<file path="src/hw/rtl/salru_pkg.sv">
`timescale 1ns / 1ps
// ----------------------------------------------------------------------------
// salru_pkg
// Shared geometry, codes and control structs of the LRU write-back cache.
// ----------------------------------------------------------------------------
package salru_pkg;

  localparam int SETS       = 64;
  localparam int WAYS       = 4;
  localparam int LINE_BYTES = 16;
  localparam int ADDR_BITS  = 32;

  localparam int OFF_W   = $clog2(LINE_BYTES);
  localparam int SET_W   = $clog2(SETS);
  localparam int WAY_W   = (WAYS > 1) ? $clog2(WAYS) : 1;
  localparam int TAG_W   = ADDR_BITS - OFF_W - SET_W;
  localparam int LINES   = SETS * WAYS;
  localparam int LINE_W  = SET_W + WAY_W;
  localparam int DADDR_W = LINE_W + OFF_W;
  localparam int STAMP_W = 32;

  typedef enum logic [1:0] {
    CMD_READ  = 2'd0,
    CMD_WRITE = 2'd1,
    CMD_FILL  = 2'd2
  } cmd_code_e;

  typedef enum logic [1:0] {
    KIND_DONE     = 2'd0,
    KIND_WB       = 2'd1,
    KIND_FILL_REQ = 2'd2,
    KIND_REJECT   = 2'd3
  } kind_e;

  typedef enum logic [2:0] {
    ST_IDLE,
    ST_LOOKUP,
    ST_RESP,
    ST_WB_RD,
    ST_WB_OUT,
    ST_REQ
  } state_e;

  typedef enum logic [1:0] {
    EMIT_NONE,
    EMIT_RESP,
    EMIT_WB,
    EMIT_REQ
  } emit_e;

  typedef struct packed {
    logic  accept;
    logic  lookup;
    logic  wb_read;
    emit_e emit;
  } ctrl_cmd_t;

  typedef struct packed {
    logic is_access;
    logic hit;
    logic victim_dirty;
    logic wb_last;
    logic out_busy;
  } ctrl_sts_t;

endpackage

</file>
<file path="src/hw/rtl/salru_ctrl.sv">
`timescale 1ns / 1ps
// ----------------------------------------------------------------------------
// salru_ctrl
// Sequencer for lookup, response, write-back and fill request phases.
// ----------------------------------------------------------------------------
module salru_ctrl import salru_pkg::*; (
  input  logic      clk_i,
  input  logic      rst_ni,
  input  logic      in_valid_i,
  output logic      in_stall_o,
  input  ctrl_sts_t sts_i,
  output ctrl_cmd_t cmd_o
);

  state_e state_q, state_d;
  logic   accept;

  assign in_stall_o = !((state_q == ST_IDLE) && !sts_i.out_busy);
  assign accept     = in_valid_i && !in_stall_o;

  always_ff @(posedge clk_i or negedge rst_ni) begin
    if (!rst_ni) begin
      state_q <= ST_IDLE;
    end else begin
      state_q <= state_d;
    end
  end

  always_comb begin
    state_d = state_q;
    unique case (state_q)
      ST_IDLE: begin
        if (accept && sts_i.is_access) state_d = ST_LOOKUP;
      end
      ST_LOOKUP: begin
        if (sts_i.hit)               state_d = ST_RESP;
        else if (sts_i.victim_dirty) state_d = ST_WB_RD;
        else                         state_d = ST_REQ;
      end
      ST_RESP: begin
        if (!sts_i.out_busy) state_d = ST_IDLE;
      end
      ST_WB_RD: begin
        state_d = ST_WB_OUT;
      end
      ST_WB_OUT: begin
        if (!sts_i.out_busy) state_d = sts_i.wb_last ? ST_REQ : ST_WB_RD;
      end
      ST_REQ: begin
        if (!sts_i.out_busy) state_d = ST_IDLE;
      end
      default: state_d = ST_IDLE;
    endcase
  end

  always_comb begin
    cmd_o         = '0;
    cmd_o.emit    = EMIT_NONE;
    cmd_o.accept  = accept;
    unique case (state_q)
      ST_IDLE:   ;
      ST_LOOKUP: cmd_o.lookup = 1'b1;
      ST_RESP: begin
        if (!sts_i.out_busy) cmd_o.emit = EMIT_RESP;
      end
      ST_WB_RD:  cmd_o.wb_read = 1'b1;
      ST_WB_OUT: begin
        if (!sts_i.out_busy) cmd_o.emit = EMIT_WB;
      end
      ST_REQ: begin
        if (!sts_i.out_busy) cmd_o.emit = EMIT_REQ;
      end
      default: ;
    endcase
  end

endmodule

</file>
<file path="config.mk">
export PLATFORM = sky130hd
export DESIGN_NAME = salru_ctrl
export DESIGN_NICKNAME = d
export VERILOG_FILES = /design/src/hw/rtl/salru_pkg.sv /design/src/hw/rtl/salru_ctrl.sv
export SDC_FILE = /design/constraint.sdc
export NUM_CORES = 1
export LEC_CHECK = 0
export BUFFER_PORTS_ARGS = -buffer_cell sky130_fd_sc_hd__buf_2
export CAP_MARGIN = 5
export CORE_AREA = 10 10 47 49
export CTS_BUF_LIST = sky130_fd_sc_hd__clkbuf_8
export DETAILED_ROUTE_END_ITERATION = 8
export DIE_AREA = 0 0 57 59
export GPL_ROUTABILITY_DRIVEN = 0
export SLEW_MARGIN = 25
export SYNTH_ARGS = -nofsm -noshare
export SYNTH_HDL_FRONTEND = slang
export SYNTH_SLANG_ARGS = --single-unit
export TNS_END_PERCENT = 100
</file>
<file path="constraint.sdc">
create_clock -name clk_i -period 1.21 [get_ports clk_i]
set_clock_uncertainty 0.05 [all_clocks]
set_input_delay 0 -clock clk_i [delete_from_list [all_inputs] [get_ports clk_i]]
set_output_delay 0 -clock clk_i [all_outputs]
set_load 0.05 [all_outputs]
</file>
# Yosys cells after proc, flatten, opt, wreduce, memory -nomap -nowiden
# Cells that the tools add are included.
op_classes:
  eq_ne: 8
  mux: 13
  n_reduce_logical: 8
op_table:
  columns: ["op", "count"]
  rows:
  - ["two-way mux 3 bit", 6]
  - ["case mux 3 bit (5 select lines)", 1]
  - ["== test 3 x 2 -> 1 bit (second input constant)", 2]
  - ["== test 3 bit (second input constant)", 2]
  - ["case mux 2 bit (3 select lines)", 1]
  - ["two-way mux 2 bit", 2]
  - ["!= test 2 bit (second input constant)", 2]
  - ["== test 3 x 1 -> 1 bit (second input constant)", 1]
  - ["logical AND 1 bit", 3]
  - ["zero test 3 bit", 1]
  - ["two-way mux 1 bit", 3]
  - ["AND reduction 3 bit", 1]
  - ["zero test 1 bit", 2]
  - ["!= test 2 x 1 -> 1 bit (second input constant)", 1]
  - ["OR reduction 2 bit", 1]
word_totals:
  reg_bits: 3
  input_bits: 8
  output_inout_bits: 6

# Logic depth before layout (Yosys ltp)
# Gate-level depths: netlist (run 1).
logic_depth:
  word_depth: 6
  ltp_mapped: 5

# Worst setup path before layout (run 1)
# OpenSTA, ideal clock, no wires.
synth_timing:
  kind: "flip-flop to output port"
  startpoint: "reg state_q[1]"
  endpoint: "out cmd_o[2] in the netlist's numbering"
  t_arrival_ns: 1.630
  slack_ns: -0.470
  stages_incl_launch_ff: 3
  n_path_buf: 0
  path_cell_list: "dfrtp_1 -> inv_2 -> nor3_1"
synth_rtl:
  columns: ["element", "line_no", "source"]
  rows:
  - ["start: declaration", "salru_ctrl.sv:15", "state_e state_q, state_d;"]
  - ["start signal: assignment", "salru_ctrl.sv:25", "state_q <= state_d;"]
  - ["end: declaration", "salru_ctrl.sv:12", "output ctrl_cmd_t cmd_o"]

==> results of run 1 <==
logic make-up (layout without fill, tap and decap cells):
group           count (synthesis)  count (layout)
mux                             1               1
flops                           3               3
compound gates                 11              11
simple gates                   14              14
buf+inv                         5              36
cell type report:
| type | instances | area (um2) |
|---|---|---|
| tap | 16 | 20.0 |
| clock buffer | 3 | 41.3 |
| clock inverter | 1 | 3.75 |
| timing repair buffer | 29 | 226 |
| multi-input combinational | 26 | 225 |
| sequential | 3 | 77.6 |
| fill | 144 | 793 |
| inverter | 3 | 13.8 |
report_power, final:
| part | switching (W) | internal (W) | leakage [nW] |
|---|---|---|---|
| registers | 0.0000622 | 0.000153 | 0.0361 |
| logic | 0.000638 | 0.000616 | 0.214 |
| clock network | 0.0000652 | 0.000216 | 0.0269 |
| total | 0.000765 | 0.000985 | 0.277 |
final timing paths:
path / slack, ps / end / startpoint / depth (start not counted)
setup / recovery: -250 / cmd_o[4] / state_q[1]$_DFFE_PN0P_ / 3
hold / removal: 60 / state_q[1]$_DFFE_PN0P_ / rst_ni / 2
setup reg to reg: -210 / state_q[1]$_DFFE_PN0P_ / state_q[1]$_DFFE_PN0P_ / 5
hold reg to reg: 700 / state_q[0]$_DFFE_PN0P_ / state_q[2]$_DFFE_PN0P_ / 2
max in group asynchronous: 930 / state_q[2]$_DFFE_PN0P_ / rst_ni / 2
min in group clk_i: 80 / state_q[2]$_DFFE_PN0P_ / sts_i[1] / 3
per-stage QoR:
stage               hold slack, ps  cell area [um2]  cells
floorplan                     -346              298     34
global placement              -252              428     70
detailed placement            -250              428     70
CTS                           54.6              596     81
global route                  81.8              608     81
finish                        61.3              608     81
Yosys cell counts:
library cell / number
sky130_fd_sc_hd__a31o_1: 1
sky130_fd_sc_hd__nand2_1: 1
sky130_fd_sc_hd__nand2_2: 1
sky130_fd_sc_hd__nor2b_4: 1
sky130_fd_sc_hd__a21oi_2: 1
sky130_fd_sc_hd__buf_6: 1
sky130_fd_sc_hd__a21oi_1: 2
sky130_fd_sc_hd__o21ai_2: 1
sky130_fd_sc_hd__inv_1: 1
sky130_fd_sc_hd__nor2_1: 5
sky130_fd_sc_hd__dfrtp_1: 3
sky130_fd_sc_hd__o21ai_0: 3
sky130_fd_sc_hd__o21a_2: 1
sky130_fd_sc_hd__or4_4: 1
sky130_fd_sc_hd__mux2_4: 1
sky130_fd_sc_hd__nor2b_1: 2
sky130_fd_sc_hd__inv_2: 2
sky130_fd_sc_hd__buf_4: 1
sky130_fd_sc_hd__o21ai_1: 1
sky130_fd_sc_hd__a32oi_1: 1
sky130_fd_sc_hd__nor3_1: 3
critical path: stages, from the launching register on:
cell	delay (ps)
sky130_fd_sc_hd__dfrtp_2	400
sky130_fd_sc_hd__or4_4	530
sky130_fd_sc_hd__nor2_4	100
sky130_fd_sc_hd__buf_6	160
metal layers:
metal | vias up | track usage (%) | wire length [um]
met5 | - | 0 | 0
met3 | 2 | 2.79 | 57
met2 | 12 | 10.2 | 486
met4 | 0 | 4.03 | 13
li1 | 179 | - | -
met1 | 158 | 5.80 | 392
timing repair:
action / 4_1_cts / 5_1_grt
hold buffers: 1 / 0
hold endpoints to repair: 3 / 0
setup endpoints to repair: 8 / 9
setup buffers: 6 / 0
pin swaps: 3 / 0
gates cloned: 0 / 0
resized for setup: 19 / 2
==> results.md, run 1 <==
- The run finished, with violations left.
- The final reports fail on negative setup slack.
- IR analysis of the VDD net gives a maximum drop of 1.07 mV.
- The number of pins with negative max-slew slack in the final report is 0.
- The routed design could run at a clock period as short as 1460 ps.
- In this run the tightest slew margin relative to its limit is 83.2%.
- After synthesis, the largest family of logic cells by area is simple AND/OR/NAND/NOR gates.
- The global routing usage summed across all routing layers is 6.04%.
- Detailed placement finished with a half-perimeter wire length of 689 um.
- After synthesis, the share of cell area in mux cells is 5.45%.
- The worst setup slack after layout is -255 ps.
- The total power per unit cell area is 2880 nW/um2.
- For the worst-skew pair, the clock arrives at the later sink with an insertion delay of 220 ps.
- The area inside the core boundary is 1400 um2.
- For the worst setup path, the data required time is 1160 ps.
- The via count of the first global-routing pass is 396.
- Setup total negative slack on the finished layout was measured at -1270 ps.
- The leakage power of the design is 0.277 nW.
- The post-route DRC violation count is 0.
- The critical setup path kind is reg2out.
- After Yosys synthesis, XOR and XNOR cells account for 0% of the synthesized area.
- The top-level port count is 14.
- After detailed routing, the total wire length is 949 um.
- The number of flip-flops and latches in the synthesized netlist is 3.
- Summing the areas of all fa, ha and maj instances in the mapped netlist gives 0% of the synthesized area.
- The count of TritonRoute iterations in the first routing pass is 1.
- The final critical path takes up 121% of the cycle.
- The antenna violation net count after detailed routing is 0.
- The die boundary width is 57 um.
- In the layout the commonest cells are sky130_fd_sc_hd__buf_4, sky130_fd_sc_hd__buf_2, sky130_fd_sc_hd__buf_6.
- Dividing the detail-routed wire length by the instance count gives 11.7 um.
- The number of sinks driven by the clock tree is 3.
- The share of Yosys cell area claimed by the top area cell type is 27.3%.
- The clock passes through at most 2 buffers.
- The antenna diode instance count is 0.
- Summing the areas of all compound-gate instances in the mapped netlist gives 26.8% of the synthesized area.
- The area share of and/or/nand/nor cells after synthesis is 29.5%.
- The number of different library cells in the post-synthesis netlist is 21.
- The largest register by flop count is state_q.
- The final-report setup violation count is 9.
- Buffers placed on the I/O ports in this run total 13.
- Leaving out fill and tap cells, the most frequent cell in the layout is sky130_fd_sc_hd__buf_4.
- In the final layout, the registers with the most flip-flops are state_q: 3 flops.
- The number of buffers created by CTS is 3.
- The CTS tree is done.
- CTS built an H-tree with a depth of 1.
- Summed over all layers, the global routing overflow is 0.
- Summing every instance area after synthesis gives 275 um2.
- The overall power is 0.00175 W.
- Clock-pin slew was measured on the worst setup and hold paths at 30 ps.
- The post-synthesis net count is 42.
- The detailed router placed 351 vias in this run.
- The number of antenna violations at the first check in global routing is 0.
- The maximum number of pins on one net before global-route repair is 7.
- The worst slack at placement is -151 ps.
- The worst min-delay path category is in2async.
- Timing would allow up to 683 MHz.
- Setup repair after global routing could not meet its margin everywhere.
- The per-cell via count in the routed design is 4.33.
- The instance count of the mapped netlist is 34.
- The largest fanout on the critical path is 4.
- The kind of start point of the critical path is a flop.
- Measured along the y axis, the die boundary spans 59 um.
- A synthesized cell averages 8.10 um2.
- The number of DRC markers after the initial detailed-route iteration is 0.
- The initial cell density of the core is 19.6%.
- The number of hold violations in the final report came to 0.
- The flip-flop count of the largest register, all copies and words added is 3.
- The nature of the critical path endpoint is an output port.
- The number of nets in the layout is 74.
- The largest area contributor in the netlist is sky130_fd_sc_hd__dfrtp_1.
- After synthesis, the cell types taking the most area are sky130_fd_sc_hd__dfrtp_1, sky130_fd_sc_hd__nor2_1, sky130_fd_sc_hd__nor3_1.
- The row count is 14.
- The utilization after layout is 43.4%.
- The tree is rooted in a sky130_fd_sc_hd__clkbuf_8.
- The number of warnings issued by yosys is 0.
- The actual slew at the worst max-slew pin is 254 ps.
- The die covers 3360 um2.
- The layout cell share with drive strength beyond 1 is 75.4%.
- The global-route wire length before repair is 1600 um.
- The tool flagged a number of max-cap violations equal to 0.
- The sequential-to-total area share from yosys stat is 27.3%.
- Relative to the synthesized area, the layout overhead comes to 121%.
- The arrival time reported for the critical path endpoint is 1410 ps.
Power figures use the tool's default switching activity.
==> inputs of run 2 (changes only) <==
--- a/config.mk
+++ b/config.mk
@@ -5,6 +5,7 @@
 export SDC_FILE = /design/constraint.sdc
 export NUM_CORES = 1
 export LEC_CHECK = 0
+export ABC_AREA = 1
 export BUFFER_PORTS_ARGS = -buffer_cell sky130_fd_sc_hd__buf_2
 export CAP_MARGIN = 5
 export CORE_AREA = 10 10 47 49
==> results.md, run 2 <==
- The run finished, with violations left.
- The checks that failed: negative setup slack.
- The number of flip-flops and latches in the synthesized netlist is 3.
- The number of vias in the routed layout is 396.
- The antenna diode instance count is 0.
- The number of antenna violations at the first check in global routing is 0.
- The number of DRC markers after the initial detailed-route iteration is 15.
- The startpoint identified for the worst register-to-register timing path is state_q[1]$_DFFE_PN0P_.
- Dividing the detail-routed via count by the number of cells gives 4.50.
- For this design the static power due to leakage is 0.300 nW.
- The global-route wire length before repair is 1740 um.
- The via count of the first global-routing pass came to 450.
- The net count of the finished layout is 81.
- The share of Yosys cell area claimed by the top area cell type is 23.4%.
- Entering global routing, the biggest net connects 8 pins.
- The power share of the clock group is 14.6%.
- The top flip-flop cell by instance count after synthesis is sky130_fd_sc_hd__dfrtp_1.
- The actual slew at the worst max-slew pin is 275 ps.
- The depth of the worst register-to-register path is 6.
- The count of buffers inserted at the top-level ports is 13.
- The worst max-slew margin expressed relative to the limit is 81.6%.
- The number of different library cells in the post-synthesis netlist is 19.
- The layout cell share with drive strength beyond 1 is 66.7%.
- The number of clock buffers added by TritonCTS is 3.
- The number of pins with negative max-slew slack in the final report came to 0.
- The number of warnings issued by yosys is 0.
- The worst slack at placement is -24.1 ps.
- The net switching power is 0.000978 W.
- Combinational logic is responsible for 71.9% of the overall power.
- STA classifies the critical path endpoint as an output port.
- Fill cells in the final layout number 148.
- The clock net in this run drives a total of 3 sinks.
- The most frequently used cell type in the post-synthesis netlist is sky130_fd_sc_hd__nand2_1.
- CTS built an H-tree with a depth of 1.
- Setup repair after global routing could not meet its margin everywhere.
- The area of all placed cells without fillers is 626 um2.
- Sorting the synthesized cells by area gives the leading types as sky130_fd_sc_hd__dfrtp_1, sky130_fd_sc_hd__nand2_1, sky130_fd_sc_hd__buf_6.
- Sequential cells burn 13.6% of the power.
- The critical setup path kind is reg2out.
- The total wire length after detailed routing is 1070 um.
- The count of nets left with antenna violations once routing finished came out at 0.
- In the final layout, the registers with the most flip-flops are state_q: 3 flops.
- At the worst endpoint, the arrival time is 1240 ps.
- The largest single stage delay on the critical path is 450 ps.
- The largest fanout on the critical path is 5.
- Leaving out fill and tap cells, the most frequent cells in the layout are sky130_fd_sc_hd__buf_4, sky130_fd_sc_hd__nand2_1, sky130_fd_sc_hd__buf_2.
- The post-placement cell area is 478 um2.
- The largest area contributor in the netlist is sky130_fd_sc_hd__dfrtp_1.
- Net switching is 50.3% of the power.
- Clock latency on the worst-skew pair, taken at its later pin, is 220 ps.
- In the synthesized netlist the async set-or-reset flop fraction comes to 100%.
- The worst setup slack for register-to-register paths is -30 ps.
- The row count is 14.
- The clock input transition at the sequential cells of the worst setup and hold paths is 30 ps.
- The number of hold violations in the final report came to 0.
- The critical path goes through nor3_4 -> nand2_4 -> nor2_4 -> buf_6.
- After technology mapping, the gate count stands at 47.
- The post-route DRC violation count is 0.
- The sequential-to-total area share from yosys stat is 23.4%.
- The mapped netlist covers 320 um2.
- The smallest clock period supported by the final layout is computed as 1290 ps.
- The mean instance size in the synthesized netlist is 6.82 um2.
- The worst ir drop on vdd is 1.40 mV.
- Dividing total power by cell area gives a power density of 3110 nW/um2.
- Once the floorplan was initialized, standard cells occupied 22.9% of the core.
- The full die area is 3360 um2.
- The layout-stage area growth over the synthesis result is 95.3%.
- The die boundary width is 57 um.
- The post-synthesis net count is 55.
- The final-report setup violation count is 8.
- The highest achievable clock rate is 775 MHz.
- The worst path required time is 1160 ps.
- In this run the clock root is driven by a sky130_fd_sc_hd__clkbuf_8.
- Across the run, the number of max-cap violations was 0.
- After detailed routing, the average wire length per cell comes to 12.1 um.
- The kind of start point of the critical path is a flop.
- Dividing the final minimum period by the clock period gives 107%.
- The internal power of the cells totals 0.000965 W.
- The first detailed-routing pass ran for 4 iterations.
- The total area inside the core boundary comes to 1400 um2.
- TritonCTS built the clock tree.
- After global routing the overflow that remains totals 0.
- Across every metal layer, demand over resource in global routing totals 6.20%.
- The most frequent standard cell in the layout excluding fill and tap cells is sky130_fd_sc_hd__buf_4.
- The maximum buffer depth of the clock tree is 2.
- Ranked by flip-flop count, first place goes to state_q.
- The commonest cells after synthesis are sky130_fd_sc_hd__nand2_1, sky130_fd_sc_hd__nor2_1, sky130_fd_sc_hd__nand3_1.
- Yosys mapped a number of flops with a built-in enable equal to 0.
- The worst min-delay path category is in2async.
- The register with the most flip-flops in the layout has 3 of them.
- The HPWL after detailed placement is 805 um.
- The number of buffers and inverters on the critical path is 1.
- The terminus of the critical flop-to-flop path is state_q[1]$_DFFE_PN0P_.
- The kind of cell with the highest combined delay along the critical path is flip-flops.
- Across all setup checks in the final design, the least slack found is -80.9 ps.
- The top-level port count is 14.
- The slowest stage of the critical path belongs to the cell sky130_fd_sc_hd__dfrtp_2.
- Measured along the y axis, the die boundary spans 59 um.
-- run 2: cell types whose count changed after synthesis, moves of 2 or more --
cell,previous run,this run
sky130_fd_sc_hd__nand2_1,1,10
sky130_fd_sc_hd__nand3_1,0,4
sky130_fd_sc_hd__o21ai_0,3,0
sky130_fd_sc_hd__inv_1,1,3
sky130_fd_sc_hd__nand4_1,0,2
sky130_fd_sc_hd__nor2b_1,2,0
sky130_fd_sc_hd__nor3_2,0,2
-- run 2: per-stage QoR --
step	total power [W]	utilization [%]	cells	hold slack (ps)	TNS [ps]
floorplan	0.00107	-	47	-346	-40.9
global placement	0.00133	34.1	81	-250	0
detailed placement	0.00136	34.1	81	-252	-34.5
CTS	0.00186	43.2	87	59.5	-363
global route	0.00205	44.6	88	70.8	-831
finish	0.00194	44.6	88	55.5	-362
-- run 2: final cells by class --
type | count | area, um2 | share of cell area [%]
flip-flops and latches | 3 | 78.8 | 12.6
inverters | 7 | 31.3 | 5.00
clock buffers | 3 | 41.3 | 6.60
well taps | 16 | 20.0 | 3.20
repair buffers | 24 | 188 | 30.0
clock inverters | 1 | 3.75 | 0.600
multi-input cells | 34 | 263 | 42.0
-- run 2: power by group through the flow --
stage	registers [W]	clock network (W)	logic (W)
2_1_floorplan	0.000194	0	0.000876
3_5_place_dp	0.000254	0	0.00110
4_1_cts	0.000271	0.000285	0.00131
3_3_place_gp	0.000250	0	0.00108
6_report	0.000263	0.000283	0.00140
5_1_grt	0.000274	0.000296	0.00148
-- run 2: timing repair --
| item | in CTS | in global routing |
|---|---|---|
| hold buffers | 1 | 0 |
| gates resized for setup | 20 | 2 |
| endpoints found under the setup margin | 8 | 9 |
| buffers inserted | 1 | 1 |
| pin swaps | 1 | 1 |
| hold endpoints to repair | 3 | 0 |
-- run 2: cell families after synthesis --
| logic type | share of synthesized area [%] |
|---|---|
| AO/OA/AOI/OAI | 7.03 |
| buffers and inverters | 18.4 |
| flip-flops | 23.4 |
| AND/OR/NAND/NOR | 51.2 |
-- run 2: worst max path at each step --
stage                           startpoint       end  cells after the start
finish              state_q[1]$_DFFE_PN0P_  cmd_o[4]                      4
global route        state_q[2]$_DFFE_PN0P_  cmd_o[0]                      6
CTS                 state_q[1]$_DFFE_PN0P_  cmd_o[0]                      6
detailed placement  state_q[1]$_DFFE_PN0P_  cmd_o[0]                      5
global placement    state_q[1]$_DFFE_PN0P_  cmd_o[0]                      5
floorplan           state_q[2]$_DFFE_PN0P_  cmd_o[2]                      2
-- run 2: worst reg2reg max path: cells and delay by family (launching register included) --
kind / cells / cell delay (ps)
buffers and inverters: 1 / 170
and+or+nand+nor: 5 / 490
DFF: 1 / 450
-- run 2: metal layers --
metal  wire length [um]  global-route usage, %
met5                  0                      0
met4                 14                   4.36
met3                 94                   2.58
met2                531                   10.2
met1                425                   6.24
==> inputs of run 3 (changes only) <==
--- a/config.mk
+++ b/config.mk
@@ -6,13 +6,14 @@
 export NUM_CORES = 1
 export LEC_CHECK = 0
 export ABC_AREA = 1
-export BUFFER_PORTS_ARGS = -buffer_cell sky130_fd_sc_hd__buf_2
+export BUFFER_PORTS_ARGS = -buffer_cell sky130_fd_sc_hd__clkbuf_2
 export CAP_MARGIN = 5
 export CORE_AREA = 10 10 47 49
 export CTS_BUF_LIST = sky130_fd_sc_hd__clkbuf_8
 export DETAILED_ROUTE_END_ITERATION = 8
 export DIE_AREA = 0 0 57 59
 export GPL_ROUTABILITY_DRIVEN = 0
+export SKIP_CTS_REPAIR_TIMING = 1
 export SLEW_MARGIN = 25
 export SYNTH_ARGS = -nofsm -noshare
 export SYNTH_HDL_FRONTEND = slang
==> results.md, run 3 (synthesis gave the netlist of run 2 again) <==
- The number of DRC markers after the initial detailed-route iteration is 11.
- The antenna violation net count after detailed routing is 0.
- The first global-routing pass estimated 1590 um of wire.
- The leakage power of the design is 0.312 nW.
- The actual slew at the worst max-slew pin is 259 ps.
- The maximum single-stage delay on the critical path is 470 ps.
- In the post-route analysis, the smallest setup slack over all paths is -159 ps.
- The post-route DRC violation count is 0.
- The initialized floorplan defines 14 standard-cell rows.
- After clock tree synthesis, the clock-pin slew on the worst setup and hold paths is 30 ps.
- Of the available clock period, the critical path in the final layout requires 113%.
- For this block, the via count after detailed routing is 396.
- The final period demand of the worst path is 1370 ps.
- The initial utilization of the core area, before any placement, comes to 22.9%.
- Clock latency on the worst-skew pair, taken at its later pin, is 220 ps.
- The maximum buffer depth of the clock tree is 2.
- The worst ir drop on vdd is 1.89 mV.
- Across the run, the number of max-cap violations was 0.
- The kind of cell with the highest combined delay along the critical path is flip-flops.
- The area of all placed cells without fillers is 649 um2.
- More flip-flops sit in one register than any other, and that register is state_q.
- TritonCTS created 3 clock buffers.
- The worst min-delay path category is in2reg.
- The critical path goes through inv_2 -> nand2_2 -> nand2_2 -> nand2_2 -> a21oi_4 -> buf_12.
- Setup repair after global routing could not meet its margin everywhere.
- The placed instances occupy a cell area of 513 um2.
- In this run the number of H-tree levels came out at 1.
- The die boundary width is 57 um.
- The count of TritonRoute iterations in the first routing pass is 4.
- The final-report setup violation count is 8.
- The largest fanout on the critical path is 7.
- Summed over all layers, the global routing overflow is 0.
- The final reports fail on negative setup slack.
- The per-cell via count in the routed design is 4.50.
- The number of hold violations in the final report came to 0.
- Once detailed placement completed, the half-perimeter wirelength came to 756 um.
- The cell type of the slowest stage on the worst timing path is sky130_fd_sc_hd__dfrtp_2.
- Across every metal layer, demand over resource in global routing totals 6.14%.
- Compared with the post-synthesis result, the final layout area differs by 103%.
- The number of antenna violations at the first check in global routing is 0.
- The most numerous cell on the critical path is sky130_fd_sc_hd__nand2_2.
- Power spread over the standard cell area amounts to 3040 nW/um2.
- The floorplan die height is 59 um.
- Across all hold checks on the routed design, the worst slack comes to 63.4 ps.
- The run finished, with violations left.
- The count of filler cells inserted in the layout is 154.
- In the final layout, the registers with the most flip-flops are state_q: 3 flops.
- Cells with a size suffix above 1 make up 66.7% of the layout.
- In the layout the commonest cells are sky130_fd_sc_hd__buf_4, sky130_fd_sc_hd__nand2_1, sky130_fd_sc_hd__clkbuf_2.
- Pin placement for this block handled 14 I/O pins.
- Headroom to the max-slew limit came out at 82.6%.
- The maximum number of pins on one net before global-route repair is 8.
- The number of buffers and inverters on the critical path is 2.
- The kind of start point of the critical path is a flop.
- The full die area is 3360 um2.
- Static timing analysis puts the maximum clock frequency at 731 MHz.
- The number of nets in the layout is 81.
- The via count of the first global-routing pass is 388.
- The flip-flop count of the largest register, all copies and words added is 3.
- The worst setup path is captured at an output port.
- The worst path required time is 1160 ps.
- STA puts the critical path data arrival time at 1320 ps.
- Dividing the detail-routed wire length by the instance count gives 12.0 um.
- The repair_antennas step left the layout with diodes totalling 0.
- The critical setup path kind is reg2out.
- Clock tree synthesis found a total of 3 sinks.
- The number of pins with negative max-slew slack in the final report was 0.
- Leaving out fill and tap cells, the most frequent cell in the layout is sky130_fd_sc_hd__buf_4.
- The CTS tree is done.
- The total wire length after detailed routing is 1060 um.
- Clock tree synthesis selected as its root buffer the cell sky130_fd_sc_hd__clkbuf_8.
- The area inside the core boundary is 1400 um2.
- The count of buffers inserted at the top-level ports is 13.
-- run 3: final timing paths --
kind | slack, ps | endpoint | startpoint | depth (start not counted)
max reg2reg | -20 | state_q[2]$_DFFE_PN0P_ | state_q[0]$_DFFE_PN0P_ | 5
min reg2reg | 590 | state_q[0]$_DFFE_PN0P_ | state_q[0]$_DFFE_PN0P_ | 2
max | -160 | cmd_o[0] | state_q[1]$_DFFE_PN0P_ | 6
min | 60 | state_q[0]$_DFFE_PN0P_ | sts_i[4] | 5
max in group asynchronous | 910 | state_q[2]$_DFFE_PN0P_ | rst_ni | 2
min in group asynchronous | 70 | state_q[0]$_DFFE_PN0P_ | rst_ni | 2
-- run 3: where the power goes --
part	internal, W	total, W	switching, W
logic	0.000637	0.00140	0.000763
clock network	0.000216	0.000285	0.0000689
registers	0.000159	0.000289	0.000129
total	0.00101	0.00197	0.000961
-- run 3: per-layer routing --
layer	routed length [um]	track usage, %	part of all wire (%)
met1	394	6.18	37
met2	547	8.84	52
met3	104	3.86	9.8
met4	14	5.03	1.3
met5	0	0	0
-- run 3: tightest hold or removal path, stage by stage --
cell	delay, ps
sky130_fd_sc_hd__clkbuf_2	80
sky130_fd_sc_hd__inv_2	40
sky130_fd_sc_hd__o31ai_2	60
sky130_fd_sc_hd__nand3_1	60
sky130_fd_sc_hd__nand2_1	40
-- run 3: cell type report --
cell class / instances / area, um2 / area share, %
Timing Repair Buffer: 24 / 218 / 33.5
Sequential cell: 3 / 78.8 / 12.1
Clock buffer: 3 / 41.3 / 6.36
Clock inverter: 1 / 3.75 / 0.578
Tap cell: 16 / 20.0 / 3.08
Inverter: 7 / 31.3 / 4.82
Multi-Input combinational cell: 34 / 256 / 39.5
-- run 3: per-stage QoR --
step                      power (W)  std cells  util, %  setup slack (ps)  setup TNS (ps)
after floorplan             0.00107         47        -             -14.8           -40.9
after global placement      0.00140         80     36.6              2.28               0
after detailed placement    0.00140         80     36.6              6.31               0
after CTS                   0.00171         84     39.8              -263           -1160
after global routing        0.00213         88     46.3              -218           -1000
final                       0.00197         88     46.3              -159            -424
